===== src/rtl/sdl_pkg.sv =====
// package: sizes, codes and request/result types for the sorted descending list
`timescale 1ns / 1ps

package sdl_pkg;

    // list capacity, the count width that follows from it and the result count width
    localparam int DEPTH   = 16;
    localparam int CNT_W   = $clog2(DEPTH + 1);
    localparam int COUNT_W = 5;

    // request mode codes
    localparam logic [1:0] MODE_INSERT = 2'd0;
    localparam logic [1:0] MODE_REMOVE = 2'd1;
    localparam logic [1:0] MODE_SEARCH = 2'd2;

    // result status codes
    localparam logic [1:0] ST_OK    = 2'd0;
    localparam logic [1:0] ST_EMPTY = 2'd1;
    localparam logic [1:0] ST_FULL  = 2'd2;

    // what every cell of the chain does this cycle
    typedef enum logic [1:0] {
        CELL_HOLD,
        CELL_INSERT,
        CELL_SHIFT_OUT
    } cell_op_t;

    // control broadcast to the whole chain
    typedef struct packed {
        cell_op_t           op;
        logic signed [31:0] key;
    } cell_ctrl_t;

    // input request
    typedef struct packed {
        logic [1:0]         mode;
        logic signed [31:0] value;
    } sdl_in_t;

    // result
    typedef struct packed {
        logic [1:0]           status;
        logic                 found;
        logic signed [31:0]   head_value;
        logic                 is_empty;
        logic [COUNT_W-1:0]   count;
    } sdl_out_t;

endpackage


===== src/rtl/sorted_descending_list.sv =====
// top level: chain of cells holding the list, count and result register
//
//  channel  | ports                    | payload
//  ---------+--------------------------+------------------------
//  request  | s_valid s_ready s_data   | sdl_in_t  (mode, value)
//  result   | m_valid m_ready m_data   | sdl_out_t (status, found, head_value, is_empty, count)
//
// one request per cycle while s_ready is high: all cells compare against the broadcast key
// at once and update on acceptance, when the result register is loaded as well
// reset clears the count and the result valid flag; the result payload and cell contents are not reset
// s_ready is high while the result register is empty or being taken
`timescale 1ns / 1ps

module sorted_descending_list (
    input  logic            aclk,
    input  logic            aresetn,
    input  logic            s_valid,
    output logic            s_ready,
    input  sdl_pkg::sdl_in_t  s_data,
    output logic            m_valid,
    input  logic            m_ready,
    output sdl_pkg::sdl_out_t m_data
);

    logic [sdl_pkg::CNT_W-1:0] cnt_reg, cnt_next;
    logic                      m_valid_reg;
    sdl_pkg::sdl_out_t         m_data_reg, m_data_next;
    sdl_pkg::cell_ctrl_t       ctrl;
    logic                      accept;
    logic                      is_full;
    logic                      is_zero;
    logic [1:0]                status;

    logic               occ   [sdl_pkg::DEPTH];
    logic               ge    [sdl_pkg::DEPTH];
    logic               hit   [sdl_pkg::DEPTH];
    logic               lge   [sdl_pkg::DEPTH];
    logic signed [31:0] val   [sdl_pkg::DEPTH];
    logic signed [31:0] lval  [sdl_pkg::DEPTH];
    logic signed [31:0] rval  [sdl_pkg::DEPTH];
    logic signed [31:0] vnext [sdl_pkg::DEPTH];
    logic [sdl_pkg::DEPTH-1:0] hit_vec;

    logic [sdl_pkg::CNT_W+sdl_pkg::COUNT_W-1:0] cnt_wide;

    // handshake
    assign s_ready = !m_valid_reg || m_ready;
    assign accept  = s_valid && s_ready;
    assign m_valid = m_valid_reg;
    assign m_data  = m_data_reg;

    assign is_full = (cnt_reg == sdl_pkg::CNT_W'(sdl_pkg::DEPTH));
    assign is_zero = (cnt_reg == '0);

    // decode request into chain control and new count
    always_comb begin
        ctrl.key = s_data.value;
        ctrl.op  = sdl_pkg::CELL_HOLD;
        cnt_next = cnt_reg;
        status   = sdl_pkg::ST_OK;
        unique case (s_data.mode)
            sdl_pkg::MODE_INSERT: begin
                if (is_full) begin
                    status = sdl_pkg::ST_FULL;
                end else begin
                    if (accept) begin
                        ctrl.op = sdl_pkg::CELL_INSERT;
                    end
                    cnt_next = cnt_reg + sdl_pkg::CNT_W'(1);
                end
            end
            sdl_pkg::MODE_REMOVE: begin
                if (is_zero) begin
                    status = sdl_pkg::ST_EMPTY;
                end else begin
                    if (accept) begin
                        ctrl.op = sdl_pkg::CELL_SHIFT_OUT;
                    end
                    cnt_next = cnt_reg - sdl_pkg::CNT_W'(1);
                end
            end
            default: begin
            end
        endcase
    end

    // neighbour wiring of the chain
    always_comb begin
        for (int i = 0; i < sdl_pkg::DEPTH; i++) begin
            occ[i] = (sdl_pkg::CNT_W'(i) < cnt_reg);
            if (i == 0) begin
                lge[i]  = 1'b1;
                lval[i] = ctrl.key;
            end else begin
                lge[i]  = ge[i-1];
                lval[i] = val[i-1];
            end
            if (i == sdl_pkg::DEPTH - 1) begin
                rval[i] = val[i];
            end else begin
                rval[i] = val[i+1];
            end
            hit_vec[i] = hit[i];
        end
    end

    // the cells
    for (genvar g = 0; g < sdl_pkg::DEPTH; g++) begin : g_cell
        sdl_cell u_cell (
            .aclk        (aclk),
            .ctrl        (ctrl),
            .occupied    (occ[g]),
            .left_ge     (lge[g]),
            .left_value  (lval[g]),
            .right_value (rval[g]),
            .ge          (ge[g]),
            .hit         (hit[g]),
            .value       (val[g]),
            .value_next  (vnext[g])
        );
    end

    // result assembly from the post-operation state
    assign cnt_wide = {{sdl_pkg::COUNT_W{1'b0}}, cnt_next};

    always_comb begin
        m_data_next.status     = status;
        m_data_next.found      = (s_data.mode == sdl_pkg::MODE_SEARCH) && (|hit_vec);
        m_data_next.is_empty   = (cnt_next == '0);
        m_data_next.head_value = (cnt_next == '0) ? 32'sd0 : vnext[0];
        m_data_next.count      = cnt_wide[sdl_pkg::COUNT_W-1:0];
    end

    // count and result valid
    always_ff @(posedge aclk) begin
        if (!aresetn) begin
            cnt_reg     <= '0;
            m_valid_reg <= 1'b0;
        end else begin
            if (accept) begin
                cnt_reg     <= cnt_next;
                m_valid_reg <= 1'b1;
            end else if (m_ready) begin
                m_valid_reg <= 1'b0;
            end
        end
    end

    // result payload
    always_ff @(posedge aclk) begin
        if (accept) begin
            m_data_reg <= m_data_next;
        end
    end

endmodule


===== src/rtl/sdl_cell.sv =====
// one storage cell of the sorted chain: compare, keep, take key or shift
`timescale 1ns / 1ps

module sdl_cell (
    input  logic                aclk,
    input  sdl_pkg::cell_ctrl_t ctrl,
    input  logic                occupied,
    input  logic                left_ge,
    input  logic signed [31:0]  left_value,
    input  logic signed [31:0]  right_value,
    output logic                ge,
    output logic                hit,
    output logic signed [31:0]  value,
    output logic signed [31:0]  value_next
);

    logic signed [31:0] value_reg;

    // this cell stays ahead of an inserted key
    assign ge  = occupied && (value_reg >= ctrl.key);
    // search match
    assign hit = occupied && (value_reg == ctrl.key);
    assign value = value_reg;

    // next contents of the cell
    always_comb begin
        unique case (ctrl.op)
            sdl_pkg::CELL_INSERT: begin
                if (ge) begin
                    value_next = value_reg;
                end else if (left_ge) begin
                    value_next = ctrl.key;
                end else begin
                    value_next = left_value;
                end
            end
            sdl_pkg::CELL_SHIFT_OUT: value_next = right_value;
            default:                 value_next = value_reg;
        endcase
    end

    // payload storage, no reset
    always_ff @(posedge aclk) begin
        value_reg <= value_next;
    end

endmodule


===== config.mk =====
export PLATFORM = sky130hd
export DESIGN_NAME = sorted_descending_list
export DESIGN_NICKNAME = d
export VERILOG_FILES = /design/src/rtl/sdl_pkg.sv /design/src/rtl/sorted_descending_list.sv /design/src/rtl/sdl_cell.sv
export SDC_FILE = /design/constraint.sdc
export NUM_CORES = 2
export LEC_CHECK = 0
export CAP_MARGIN = 20
export CORE_MARGIN = 1
export CORE_UTILIZATION = 68
export CTS_BUF_LIST = sky130_fd_sc_hd__clkbuf_8
export DETAILED_ROUTE_END_ITERATION = 8
export DONT_BUFFER_PORTS = 1
export PLACE_DENSITY = 0.91
export SYNTH_ARGS = -nofsm -noshare
export SYNTH_HDL_FRONTEND = slang
export SYNTH_HIERARCHICAL = 1
export SYNTH_SLANG_ARGS = --single-unit

===== constraint.sdc =====
create_clock -name aclk -period 6.5 [get_ports aclk]
set_clock_uncertainty 0.1 [all_clocks]
set_input_delay 0.65 -clock aclk [delete_from_list [all_inputs] [get_ports aclk]]
set_output_delay 0.65 -clock aclk [all_outputs]
set_load 0.02 [all_outputs]

==> results.py <==
metrics = {
    "placement": {
        "hpwl_mm": 104,
        "dpl_cell_area_mm2": 0.0491,
        "numPortBuffers": 0,
        "gp_congestion": 0.956,
    },
    "timing": {
        "timing.final.max_slew_violations": 0,
        "timing.final.setup_violations": 0,
        "setup_repair_after_global_routing_missed_its_margin": "no",
        "worstMarginPinSlew_ps": 1030,
        "timing_hold_violations_final": 0,
        "relSlewSlack_pct": 31.6,
        "timing.setup.tns_ps": 0,
        "achievable-frequency_mhz": 214,
        "final.period_utilization_pct": 72.0,
        "finalWorstPathRequiredPeriod_ps": 4680,
    },
    "global_route": {
        "grt_pass1_wl_mm": 243,
        "grt_start_max_net_pins": 45,
        "grt_antenna_before_repair": 8,
        "global_route.overflow_total": 0,
        "grt_pass1_vias": 47000,
        "grt_use_total_pct": 38.2,
    },
    "logic_synthesis": {
        "synth_cell_area_mm2": 0.0523,
        "synth_area_per_cell_um2": 8.93,
        "synthesis.instances": 5848,
        "yosysWarnings": 6,
        "syn_nets": 6434,
    },
    "power": {
        "p_switching_uw": 2610,
        "power_frac_clock_pct": 39.2,
        "sequentialPowerShare_pct": 43.4,
        "power_report.internal_total_uw": 5730,
        "ir_worst_vdd_mv": 0.134,
        "leakage_uw": 0.0241,
        "cellPowerDensity_mw_per_mm2": 163,
        "p_comb_share_pct": 17.4,
        "netSwitchingFraction_pct": 31.3,
    },
    "worst_setup_path": {
        "critical_path.startpoint_type": "flop",
        "timing.rr.start": "cnt_reg[0]",
        "ff2ff_path_depth": 11,
        "endpoint_kind": "flop",
        "worst_ep_required_time_ps": 6980,
        "cp.arrival_ps": 5170,
        "startpoint": "cnt_reg[0]",
        "critical_path.max_fanout": 19,
        "timing.setup.critical_path_class": "flop to flop",
        "r2r_setup_slack_ps": 1820,
    },
    "clock_network": {
        "tritoncts": "yes",
        "cts-root-buf": "sky130_fd_sc_hd__clkbuf_8",
        "number_of_buffers_inserted_by_post_cts_setup_repair": 0,
        "number_of_clock_buffers_inserted_by_tritoncts": 94,
        "post_cts.resized_instances": 0,
        "cts_hold_repair.buffers": 2,
        "clock_sinks": 559,
        "clock_latency_ps": 740,
        "maximum_buffer_depth_of_the_clock_tree": 3,
        "clk_pin_slew_worst_setup_hold_paths_ps": 60,
        "cts_max_level": 3,
    },
    "layout": {
        "largest_register_ff_count": 512,
        "final_area_mm2": 0.0513,
        "most-common-layout-cells": "1177 x sky130_fd_sc_hd__nand2_1, 698 x sky130_fd_sc_hd__inv_1, 592 x sky130_fd_sc_hd__nand4_1",
        "finish.net_count": 6147,
        "number_of_filler_cells_placed_in_the_layout": 5128,
        "layout-drive-gt1-share_pct": 25.7,
        "areaGrowthSynthToFinish_pct": -1.91,
        "final_common_cell": "sky130_fd_sc_hd__nand2_1",
    },
    "floorplan": {
        "die_y_um": 279,
        "rows": 101,
        "fp.dieArea_mm2": 0.0779,
        "placeableCoreArea_mm2": 0.0759,
        "fp.dieW_um": 279,
        "start_util_pct": 68.8,
        "ioPinCount": 81,
    },
    "route": {
        "detail_route.wl_per_cell_um": 23.7,
        "ant_nets": 0,
        "drc": 0,
        "drt_first_iter_violations": 6492,
        "count_of_vias_placed_by_the_detailed_router": 47700,
        "drt_wl_total_mm": 158,
        "detailedRoute.firstPassIterationCount": 8,
        "detail_route.vias_per_cell": 7.16,
    },
    "worst_hold_path": {
        "timing.hold.worst.start": "s_data[32]",
        "hold_path_class": "input pin to flop",
        "hold_depth": 1,
    },
    "run_status": {
        "outcome": "completed",
    },
    "run": {
        "max_cap_viols": 0,
    },
}
==> worst max-delay path, stage by stage, from the launching register on <==
cell and delay (ps):
sky130_fd_sc_hd__dfxtp_1 610, sky130_fd_sc_hd__inv_1 150, sky130_fd_sc_hd__ha_1 280, sky130_fd_sc_hd__nor4b_2 210
sky130_fd_sc_hd__nand2b_1 240, sky130_fd_sc_hd__nor2_4 720, sky130_fd_sc_hd__buf_4 370, sky130_fd_sc_hd__ha_1 330
sky130_fd_sc_hd__inv_1 80, sky130_fd_sc_hd__and4bb_1 880, sky130_fd_sc_hd__buf_4 430, sky130_fd_sc_hd__o211ai_2 130
==> metrics by stage <==
step                      util (%)  setup WS, ps  cells  power (µW)  hold WS, ps
after floorplan                  -          1420   5848        5020          374
after global placement        64.2          2250   6459        4970          402
after detailed placement      64.7          2030   6479        5050          409
after CTS                     67.2          2050   6651        8240         2.20
after global routing          67.5          1730   6666        8590        0.987
final                         67.5          1820   6670        8340         16.0
==> layer usage <==
layer	GRT usage, %	wire, µm
met5	0	19
met3	9.00	17800
met1	44.1	55900
met2	61.3	70200
met4	29.4	14100
==> power by group through the flow <==
stage / registers (µW) / clock network, µW / logic (µW)
floorplan: 3660 / 0 / 1360
global placement: 3690 / 0 / 1280
detailed placement: 3690 / 0 / 1360
CTS: 3620 / 3230 / 1380
global route: 3620 / 3410 / 1550
finish: 3620 / 3270 / 1450
==> final timing paths <==
| check | to |
|---|---|
| setup / recovery | g_cell[10].u_cell/value[4] |
| hold / removal | m_data[40] |
| setup reg to reg | g_cell[10].u_cell/value[4] |
| hold reg to reg | g_cell[9].u_cell/value[9] |
==> final cells by class <==
type / count / area, µm² / share of cell area (%)
Multi-Input combinational cell: 4170 / 33100 / 64.6
Sequential cell: 559 / 11600 / 22.6
Inverter: 665 / 2500 / 4.87
Clock buffer: 112 / 1540 / 3.01
Tap cell: 1030 / 1290 / 2.51
Timing Repair Buffer: 71 / 865 / 1.69
Clock inverter: 58 / 332 / 0.647
Antenna cell: 5 / 12.5 / 0.0244
Power figures use the tool's default switching activity.
